$ cat src/sv/periodic_oneshot_timer_bank_assert.svh
`ifndef PERIODIC_ONESHOT_TIMER_BANK_ASSERT_SVH
`define PERIODIC_ONESHOT_TIMER_BANK_ASSERT_SVH

// same-cycle implication, checked on clk, quiet during reset
`define POTB_ASSERT_NOW(lbl, ante, cons) \
	lbl: assert property (@(posedge clk) disable iff (!arst_n) (ante) |-> (cons)) \
		else $error("timer bank check failed");

// next-cycle implication, checked on clk, quiet during reset
`define POTB_ASSERT_NEXT(lbl, ante, cons) \
	lbl: assert property (@(posedge clk) disable iff (!arst_n) (ante) |=> (cons)) \
		else $error("timer bank check failed");

`endif

$ cat src/sv/potb_pkg.sv
package potb_pkg;

	localparam int SLOTS_DEF      = 16;
	localparam int COUNT_BITS_DEF = 16;
	localparam int RESULT_CAP     = 16;
	localparam int RES_W          = 5;

	localparam int OP_W     = 2;
	localparam int PERIOD_W = 16;
	localparam int KIND_W   = 2;
	localparam int SLOT_W   = 4;
	localparam int LIVE_W   = 5;

	localparam logic [OP_W-1:0] OP_TICK   = 2'd0;
	localparam logic [OP_W-1:0] OP_CREATE = 2'd1;
	localparam logic [OP_W-1:0] OP_POLL   = 2'd2;

	localparam logic [KIND_W-1:0] KIND_CREATE = 2'd0;
	localparam logic [KIND_W-1:0] KIND_DUE    = 2'd1;
	localparam logic [KIND_W-1:0] KIND_NONE   = 2'd2;

	typedef enum logic [2:0] {
		ST_IDLE,
		ST_TICK,
		ST_CREATE,
		ST_POLL,
		ST_EMPTY
	} state_t;

	typedef enum logic [2:0] {
		EM_NONE,
		EM_CREATE,
		EM_FULL,
		EM_DUE,
		EM_EMPTY
	} emit_t;

	typedef struct packed {
		logic  load;
		logic  start;
		logic  adv;
		logic  tick_upd;
		emit_t emit;
	} cmd_t;

	typedef struct packed {
		logic s0_end;
		logic s0_free;
		logic s1_vld;
		logic s1_hit;
		logic s1_last;
		logic out_free;
	} sts_t;

endpackage

$ cat src/sv/potb_ctrl.sv
module potb_ctrl (
	input  logic                        clk,
	input  logic                        arst_n,
	input  logic                        in_valid,
	output logic                        in_stall,
	input  logic [potb_pkg::OP_W-1:0]   operation,
	input  potb_pkg::sts_t              sts,
	output potb_pkg::cmd_t              cmd
);

	potb_pkg::state_t state_q, state_nx;
	logic accept;

	assign in_stall = (state_q != potb_pkg::ST_IDLE);
	assign accept   = in_valid && !in_stall;

	always_ff @(posedge clk or negedge arst_n) begin
		if (!arst_n) begin
			state_q <= potb_pkg::ST_IDLE;
		end else begin
			state_q <= state_nx;
		end
	end

	always_comb begin
		state_nx     = state_q;
		cmd.load     = 1'b0;
		cmd.start    = 1'b0;
		cmd.adv      = 1'b0;
		cmd.tick_upd = 1'b0;
		cmd.emit     = potb_pkg::EM_NONE;
		unique case (state_q)
			potb_pkg::ST_IDLE: begin
				if (accept) begin
					cmd.load  = 1'b1;
					cmd.start = 1'b1;
					unique case (operation)
						potb_pkg::OP_TICK:   state_nx = potb_pkg::ST_TICK;
						potb_pkg::OP_CREATE: state_nx = potb_pkg::ST_CREATE;
						potb_pkg::OP_POLL:   state_nx = potb_pkg::ST_POLL;
						default:             state_nx = potb_pkg::ST_IDLE;
					endcase
				end
			end
			potb_pkg::ST_TICK: begin
				cmd.adv      = 1'b1;
				cmd.tick_upd = sts.s1_vld;
				if (sts.s0_end) begin
					state_nx = potb_pkg::ST_IDLE;
				end
			end
			potb_pkg::ST_CREATE: begin
				if (sts.s0_end) begin
					if (sts.out_free) begin
						cmd.emit = potb_pkg::EM_FULL;
						state_nx = potb_pkg::ST_IDLE;
					end
				end else if (sts.s0_free) begin
					if (sts.out_free) begin
						cmd.emit = potb_pkg::EM_CREATE;
						state_nx = potb_pkg::ST_IDLE;
					end
				end else begin
					cmd.adv = 1'b1;
				end
			end
			potb_pkg::ST_POLL: begin
				if (sts.s1_vld && sts.s1_hit) begin
					if (sts.out_free) begin
						cmd.emit = potb_pkg::EM_DUE;
						cmd.adv  = 1'b1;
						if (sts.s1_last) begin
							state_nx = potb_pkg::ST_IDLE;
						end
					end
				end else if (sts.s0_end && !sts.s1_vld) begin
					state_nx = potb_pkg::ST_EMPTY;
				end else begin
					cmd.adv = 1'b1;
				end
			end
			potb_pkg::ST_EMPTY: begin
				if (sts.out_free) begin
					cmd.emit = potb_pkg::EM_EMPTY;
					state_nx = potb_pkg::ST_IDLE;
				end
			end
			default: begin
				state_nx = potb_pkg::ST_IDLE;
			end
		endcase
	end

endmodule

$ cat src/sv/potb_dpath.sv
module potb_dpath #(
	parameter int SLOTS      = potb_pkg::SLOTS_DEF,
	parameter int COUNT_BITS = potb_pkg::COUNT_BITS_DEF
) (
	input  logic                            clk,
	input  logic                            arst_n,
	input  logic [potb_pkg::PERIOD_W-1:0]   period,
	input  logic                            one_shot,
	input  potb_pkg::cmd_t                  cmd,
	output potb_pkg::sts_t                  sts,
	output logic                            out_valid,
	input  logic                            out_stall,
	output logic [potb_pkg::KIND_W-1:0]     kind,
	output logic [potb_pkg::SLOT_W-1:0]     slot,
	output logic                            was_one_shot,
	output logic                            full_error,
	output logic [potb_pkg::LIVE_W-1:0]     live_count,
	output logic                            last
);

	localparam int IW = (SLOTS > 1) ? $clog2(SLOTS) : 1;
	localparam int LW = $clog2(SLOTS + 1);
	localparam int PW = potb_pkg::PERIOD_W;
	localparam int EW = (COUNT_BITS > PW) ? COUNT_BITS : PW;
	localparam int RW = potb_pkg::RES_W;
	localparam logic [COUNT_BITS-1:0] CNT_MAX = '1;

	// input item
	logic [PW-1:0] period_q;
	logic          single_q;

	// slot walk
	logic [IW:0]   idx_q;
	logic [IW-1:0] idx0;
	logic          vld_s1;
	logic [IW-1:0] idx_s1;
	logic [PW:0]   per_s1;
	logic [COUNT_BITS-1:0] cnt_s1;

	// slot table
	logic [SLOTS-1:0] used_q;
	logic [SLOTS-1:0] due_q;
	logic [LW-1:0]    live_q;
	logic [RW-1:0]    res_q;
	logic [PW:0]           per_mem [SLOTS];
	logic [COUNT_BITS-1:0] cnt_mem [SLOTS];

	// output register
	logic                        out_valid_q;
	logic [potb_pkg::KIND_W-1:0] kind_q;
	logic [potb_pkg::SLOT_W-1:0] slot_q;
	logic                        was_q;
	logic                        full_q;
	logic [potb_pkg::LIVE_W-1:0] live_out_q;
	logic                        last_q;

	logic                  s0_end;
	logic                  step0;
	logic                  create_act;
	logic                  serve;
	logic                  tick_act;
	logic [COUNT_BITS-1:0] cnt_inc;
	logic                  fire;
	logic                  cnt_we;
	logic [IW-1:0]         cnt_addr;
	logic [COUNT_BITS-1:0] cnt_wdata;
	logic [SLOTS-1:0]      above;
	logic                  more;
	logic                  out_free;

	assign idx0       = idx_q[IW-1:0];
	assign s0_end     = (idx_q == (IW+1)'(SLOTS));
	assign step0      = cmd.adv && !s0_end;
	assign create_act = (cmd.emit == potb_pkg::EM_CREATE);
	assign serve      = (cmd.emit == potb_pkg::EM_DUE);
	assign out_free   = !out_valid_q || !out_stall;

	// saturating count step of one slot
	assign cnt_inc  = (cnt_s1 == CNT_MAX) ? cnt_s1 : cnt_s1 + 1'b1;
	assign fire     = (EW'(cnt_inc) >= EW'(per_s1[PW-1:0])) || (cnt_inc == CNT_MAX);
	assign tick_act = cmd.tick_upd && used_q[idx_s1] && !due_q[idx_s1];

	assign cnt_we    = create_act || tick_act;
	assign cnt_addr  = create_act ? idx0 : idx_s1;
	assign cnt_wdata = (create_act || fire) ? '0 : cnt_inc;

	// due slots still ahead of the one being served
	always_comb begin
		for (int j = 0; j < SLOTS; j++) begin
			above[j] = (IW'(j) > idx_s1);
		end
	end
	assign more = |(used_q & due_q & above);

	assign sts.s0_end   = s0_end;
	assign sts.s0_free  = !used_q[idx0];
	assign sts.s1_vld   = vld_s1;
	assign sts.s1_hit   = used_q[idx_s1] && due_q[idx_s1];
	assign sts.s1_last  = !more || (res_q == RW'(potb_pkg::RESULT_CAP - 1));
	assign sts.out_free = out_free;

	always_ff @(posedge clk) begin
		if (cmd.load) begin
			period_q <= period;
			single_q <= one_shot;
		end
		if (create_act) begin
			per_mem[idx0] <= {single_q, period_q};
		end
		if (cnt_we) begin
			cnt_mem[cnt_addr] <= cnt_wdata;
		end
		if (step0) begin
			per_s1 <= per_mem[idx0];
			cnt_s1 <= cnt_mem[idx0];
			idx_s1 <= idx0;
		end
	end

	always_ff @(posedge clk or negedge arst_n) begin
		if (!arst_n) begin
			idx_q  <= '0;
			vld_s1 <= 1'b0;
			res_q  <= '0;
			used_q <= '0;
			due_q  <= '0;
			live_q <= '0;
		end else begin
			if (cmd.start) begin
				idx_q  <= '0;
				vld_s1 <= 1'b0;
				res_q  <= '0;
			end else begin
				if (step0) begin
					idx_q <= idx_q + 1'b1;
				end
				if (cmd.adv) begin
					vld_s1 <= !s0_end;
				end
				if (serve) begin
					res_q <= res_q + 1'b1;
				end
			end
			if (create_act) begin
				used_q[idx0] <= 1'b1;
				due_q[idx0]  <= 1'b0;
				live_q       <= live_q + 1'b1;
			end
			if (tick_act && fire) begin
				due_q[idx_s1] <= 1'b1;
			end
			if (serve) begin
				due_q[idx_s1] <= 1'b0;
				if (per_s1[PW]) begin
					used_q[idx_s1] <= 1'b0;
					live_q         <= live_q - 1'b1;
				end
			end
		end
	end

	always_ff @(posedge clk or negedge arst_n) begin
		if (!arst_n) begin
			out_valid_q <= 1'b0;
		end else if (cmd.emit != potb_pkg::EM_NONE) begin
			out_valid_q <= 1'b1;
		end else if (!out_stall) begin
			out_valid_q <= 1'b0;
		end
	end

	always_ff @(posedge clk) begin
		unique case (cmd.emit)
			potb_pkg::EM_CREATE: begin
				kind_q     <= potb_pkg::KIND_CREATE;
				slot_q     <= potb_pkg::SLOT_W'(idx0);
				was_q      <= 1'b0;
				full_q     <= 1'b0;
				live_out_q <= potb_pkg::LIVE_W'(live_q + 1'b1);
				last_q     <= 1'b1;
			end
			potb_pkg::EM_FULL: begin
				kind_q     <= potb_pkg::KIND_CREATE;
				slot_q     <= '0;
				was_q      <= 1'b0;
				full_q     <= 1'b1;
				live_out_q <= potb_pkg::LIVE_W'(live_q);
				last_q     <= 1'b1;
			end
			potb_pkg::EM_DUE: begin
				kind_q     <= potb_pkg::KIND_DUE;
				slot_q     <= potb_pkg::SLOT_W'(idx_s1);
				was_q      <= per_s1[PW];
				full_q     <= 1'b0;
				live_out_q <= potb_pkg::LIVE_W'(live_q - LW'(per_s1[PW]));
				last_q     <= sts.s1_last;
			end
			potb_pkg::EM_EMPTY: begin
				kind_q     <= potb_pkg::KIND_NONE;
				slot_q     <= '0;
				was_q      <= 1'b0;
				full_q     <= 1'b0;
				live_out_q <= potb_pkg::LIVE_W'(live_q);
				last_q     <= 1'b1;
			end
			default: begin
			end
		endcase
	end

	assign out_valid    = out_valid_q;
	assign kind         = kind_q;
	assign slot         = slot_q;
	assign was_one_shot = was_q;
	assign full_error   = full_q;
	assign live_count   = live_out_q;
	assign last         = last_q;

`include "periodic_oneshot_timer_bank_assert.svh"

	`POTB_ASSERT_NOW(a_live_matches_used, 1'b1, $countones(used_q) == int'(live_q))
	`POTB_ASSERT_NOW(a_due_only_used, 1'b1, (due_q & ~used_q) == '0)
	`POTB_ASSERT_NOW(a_emit_needs_room, cmd.emit != potb_pkg::EM_NONE, out_free)
	`POTB_ASSERT_NEXT(a_emit_shows, cmd.emit != potb_pkg::EM_NONE, out_valid_q)
	`POTB_ASSERT_NOW(a_serve_hits_due, serve, vld_s1 && used_q[idx_s1] && due_q[idx_s1])

endmodule

$ cat src/sv/periodic_oneshot_timer_bank.sv
// channel | handshake            | fields
// --------+----------------------+------------------------------------------------
// in      | in_valid / in_stall  | operation, period, one_shot
// out     | out_valid / out_stall| kind, slot, was_one_shot, full_error, live_count, last
//
// a tick walks the slot table one slot per cycle
// a create walks until the first free slot, or reports full at the end of the table
// a poll walks the table, one result per due slot
// the walk speed is set by the single read port of the period and count memories
// reset clears the used and due marks; no clearing pass, the bank is ready at once
// a stall on out holds the walk at the pending due slot; in stalls while an item is at work
module periodic_oneshot_timer_bank #(
	parameter int SLOTS      = potb_pkg::SLOTS_DEF,
	parameter int COUNT_BITS = potb_pkg::COUNT_BITS_DEF
) (
	input  logic                            clk,
	input  logic                            arst_n,
	// input items
	input  logic                            in_valid,
	output logic                            in_stall,
	input  logic [potb_pkg::OP_W-1:0]       operation,
	input  logic [potb_pkg::PERIOD_W-1:0]   period,
	input  logic                            one_shot,
	// result items
	output logic                            out_valid,
	input  logic                            out_stall,
	output logic [potb_pkg::KIND_W-1:0]     kind,
	output logic [potb_pkg::SLOT_W-1:0]     slot,
	output logic                            was_one_shot,
	output logic                            full_error,
	output logic [potb_pkg::LIVE_W-1:0]     live_count,
	output logic                            last
);

	// command and status between sequencer and slot table
	potb_pkg::cmd_t cmd;
	potb_pkg::sts_t sts;

	// sequencer: takes one item, steps the walk, decides which result goes out
	potb_ctrl u_ctrl (
		.clk       (clk),
		.arst_n    (arst_n),
		.in_valid  (in_valid),
		.in_stall  (in_stall),
		.operation (operation),
		.sts       (sts),
		.cmd       (cmd)
	);

	// slot table, counters, walk pipeline and the output register
	potb_dpath #(
		.SLOTS      (SLOTS),
		.COUNT_BITS (COUNT_BITS)
	) u_dpath (
		.clk          (clk),
		.arst_n       (arst_n),
		.period       (period),
		.one_shot     (one_shot),
		.cmd          (cmd),
		.sts          (sts),
		.out_valid    (out_valid),
		.out_stall    (out_stall),
		.kind         (kind),
		.slot         (slot),
		.was_one_shot (was_one_shot),
		.full_error   (full_error),
		.live_count   (live_count),
		.last         (last)
	);

endmodule

$ cat config.mk
export PLATFORM = sky130hd
export DESIGN_NAME = periodic_oneshot_timer_bank
export DESIGN_NICKNAME = d
export VERILOG_FILES = /design/src/sv/potb_pkg.sv /design/src/sv/potb_ctrl.sv /design/src/sv/potb_dpath.sv /design/src/sv/periodic_oneshot_timer_bank.sv
export VERILOG_INCLUDE_DIRS = /design/src /design/src/sv
export SDC_FILE = /design/constraint.sdc
export NUM_CORES = 1
export LEC_CHECK = 0
export BUFFER_PORTS_ARGS = -buffer_cell sky130_fd_sc_hd__buf_2
export CORE_MARGIN = 1.5
export CORE_UTILIZATION = 62
export CTS_CLUSTER_DIAMETER = 60
export DETAILED_ROUTE_END_ITERATION = 6
export PLACE_DENSITY = 0.79
export SLEW_MARGIN = 10
export SYNTH_ARGS = -nofsm -noshare
export SYNTH_HDL_FRONTEND = slang
export SYNTH_SLANG_ARGS = --single-unit
$ cat constraint.sdc
create_clock -name clk -period 4.9 [get_ports clk]
set_input_delay 0 -clock clk [delete_from_list [all_inputs] [get_ports clk]]
set_output_delay 0 -clock clk [all_outputs]
set_load 0.005 [all_outputs]
==> flow_metrics.tcl <==
set metrics [dict create \
    cp_cell_sequence "ha_1 > nand2_1 > nor2_1 > a2111oi_1 > xor2_1 > ha_1 > and3_1 > a2111oi_0 > o31ai_1 > a221oi_1 > and2_1 > and3_2" \
    coreArea_mm2 0.0429 \
    drcViolationCount 0 \
    synth_mux_area_share_pct 15.3 \
    post-cts-setup-buffers 0 \
    synth_edf_count 596 \
    hold_class "in2async" \
    critPathLaunchType "flip-flop" \
    synth_xor_area_share_pct 0.620 \
    dp_hpwl_um 34100 \
    vias_per_cell 6.70 \
    grt_overflow 0 \
    cts_tree "yes" \
    place_congestion 0.911 \
    worst-endpoint-required_ns 5.30 \
    antenna_found_initial 3 \
    synth-warning-count 0 \
    slew-limit-headroom_pct 25.4 \
    crit_buf_inv 0 \
    finalSetupViolCount 0 \
    die-area_mm2 0.0446 \
    area_growth_pct 12.6 \
    cts_num_sinks 648 \
    tightest_slew_ns 1.12 \
    max_clock_freq_mhz 221 \
    finalPower_mw 17.8 \
    r2r_cells 12 \
    skew_ns 0.0512 \
    finalInstanceArea_mm2 0.0303 \
    rr_endpoint "u_dpath.cnt_mem[7][15]" \
    die_w_um 211 \
    critical_path.slowest_cell "edfxtp_1" \
    first_global_vias 14500 \
    rows 76 \
    cts_made_buffers 61 \
    wl_per_cell_um 29.2 \
    rr_startpoint "u_dpath.cnt_s1[0]" \
    cp-end-kind "flip-flop" \
    ant_nets 0 \
    syn_area_mm2 0.0269 \
    grt_pass1_wl_um 93200 \
    grt_setup_unrepaired "no" \
    synth_compound_area_share_pct 3.96 \
    async_reset_ff_share_pct 8.02 \
    start_util_pct 62.6 \
    p_leak_nw 10.1 \
    seqCellArea_mm2 0.0192 \
    syn_inst 1404 \
    hold_viol 0 \
    syn_area_per_cell_um2 19.1 \
    layout.nets 1574 \
    fin_crit_sh_pct 92.5 \
    ys_seq_area_share_pct 71.5 \
    synth_cell_types 85 \
    die_h_um 211 \
    root_buffer "clkbuf_16" \
    finalMaxSlewViolations 0 \
    cpPeakStageDelay_ns 0.50 \
    crit_type "reg2reg" \
    dr_total_vias 14500 \
    drtPass1Iterations 5 \
    status "finished clean" \
    final_layout_size_suffix_gt1_share_pct 26.7 \
    cpLargestDelayFamily "compound AO/OA/AOI/OAI gates" \
    numPortBuffers 38 \
    synth-seq-cells 648 \
    cp_max_fo 16 \
    clock_latency_ns 0.65 \
    synthAdderAreaFrac_pct 1.40 \
    dpl_cell_area_mm2 0.0279 \
    clk_pin_slew_ns 0.06 \
    diodes 0 \
    final.setup.tns_ns 0 \
    power_density_mw_per_mm2 589 \
    crit_arrival_ns 4.93 \
    io_pins 39 \
    synth_simple_gate_area_share_pct 5.00 \
    drt_iter0_markers 2076 \
    worst_path_most_repeated_cell "ha_1" \
    reg2reg_slack_ns 0.37 \
    grt_max_degree 77 \
    drv_cap 0 \
    multiInputGateArea_mm2 0.00712 \
    finalCriticalPeriod_ns 4.53 \
    synth_top_family_by_area "multiplexers" \
    grt_usage_pct 29.3 \
    ys.flop_type "edfxtp_1" \
    synth_nets 1457 \
    htreeDepth 2 \
    final.fill_count 2533 \
    cts_max_path_buffers 3 \
    wl_um 62900 \
    vdd_drop_max_uv 402 \
]
## state kept, by name, indices dropped and copies added (netlist names)
signal	flops
u_dpath.period_q	16
u_dpath.cnt_mem	256
u_dpath.cnt_s1	16
u_dpath.single_q	1
u_dpath.live_count	5
u_dpath.kind	2
u_dpath.due_q	16
u_dpath.per_s1	17
u_dpath.idx_s1	4
u_dpath.out_valid	1
u_dpath.used_q	16
u_dpath.slot	4
u_dpath.was_one_shot	1
u_dpath.idx_q	5
u_dpath.full_error	1
u_dpath.last	1
u_dpath.live_q	5
u_ctrl.state_q	3
u_dpath.vld_s1	1
u_dpath.per_mem	272
u_dpath.res_q	5
## cells in the mapped netlist, drive strengths merged, types with 14 or more instances
library cell,number,area (µm²)
ha,30,375
mux4,173,3900
o22a,15,131
a21oi,15,78.8
edfxtp,596,17900
dfrtp,52,1300
inv,46,173
o31ai,17,128
nor2,44,165
clkbuf,42,208
mux2i,19,190
nand3,47,240
nor2b,14,87.6
nand2,62,233
o211ai,21,158
and3,16,105
buf,31,200
## cells in the final DEF (no fill, tap or decap), types with 13 or more instances in the layout
cell / instances
mux4_2: 173
nor2_1: 30
ha_1: 30
nor2_2: 14
xnor2_1: 13
nor2b_1: 14
nand2_1: 62
o22a_1: 15
dlygate4sd3_1: 24
dfrtp_1: 48
buf_4: 65
clkinv_2: 13
inv_1: 45
o31ai_1: 17
nand3_1: 46
buf_2: 38
clkbuf_16: 63
o211ai_1: 21
edfxtp_1: 596
mux2i_1: 19
## where the power goes
part           internal (mW)  switching [mW]  total (mW)  leakage, nW
Clock                   2.75            2.08        4.83         1.01
Sequential              7.44           0.604        8.05         6.05
Combinational           2.07            2.88        4.95         3.04
## per-stage QoR
step,setup slack [ns],instances,hold WS [ns],util (%)
detailed placement,0.399,2019,0.177,65.1
global placement,0.569,2019,0.168,65.1
floorplan,0.608,1404,-0.296,-
CTS,0.356,2156,0.0216,70.5
global route,0.0352,2156,0.0507,70.5
finish,0.367,2156,0.0277,70.5
## per-layer routing
metal | up-vias | share of wire [%] | track usage [%]
met5 | - | 0.014 | 0
met4 | 2 | 3.0 | 9.90
met3 | 134 | 9.2 | 5.53
met2 | 866 | 49 | 46.8
met1 | 7469 | 39 | 41.5
li1 | 5983 | - | -
## tightest hold or removal path, stage by stage
cell and delay, ns:
dlygate4sd3_1 0.53, buf_2 0.10, buf_4 0.55
## kinds of logic (layout without fill, tap and decap cells)
group | Yosys count | after routing
buffers and inverters | 121 | 288
XOR/XNOR | 19 | 19
adder cells (fa/ha/maj) | 30 | 30
flip-flops | 648 | 648
AND/OR/NAND/NOR | 250 | 250
AO/OA/AOI/OAI | 141 | 141
multiplexers | 195 | 195
## worst max-delay path by stage
| stage | start | endpoint | slack (ns) | cells past startpoint |
|---|---|---|---|---|
| floorplan | u_dpath.idx_q[1] | u_dpath.idx_q[2] | 0.61 | 10 |
| global placement | u_dpath.cnt_s1[0] | u_dpath.cnt_mem[13][11] | 0.57 | 14 |
| detailed placement | u_dpath.cnt_s1[0] | u_dpath.cnt_mem[10][11] | 0.40 | 14 |
| CTS | u_dpath.cnt_s1[0] | u_dpath.cnt_mem[1][15] | 0.36 | 12 |
| global route | u_dpath.cnt_s1[0] | u_dpath.cnt_mem[1][15] | 0.04 | 12 |
| finish | u_dpath.cnt_s1[0] | u_dpath.cnt_mem[7][15] | 0.37 | 12 |
## layout make-up
type	instances	area share, %
clock buffers	72	5.36
repair buffers	128	3.10
well taps	585	2.42
multi-input cells	635	23.5
inverters	47	0.583
flip-flops and latches	648	63.5
clock inverters	41	1.50
## what timing repair did
| action | CTS | global route |
|---|---|---|
| endpoints found under the setup margin | 0 | 11 |
| resized for setup | 0 | 1 |
| hold buffers | 24 | 0 |
| hold endpoints to repair | 83 | 0 |
Power figures use the tool's default switching activity.
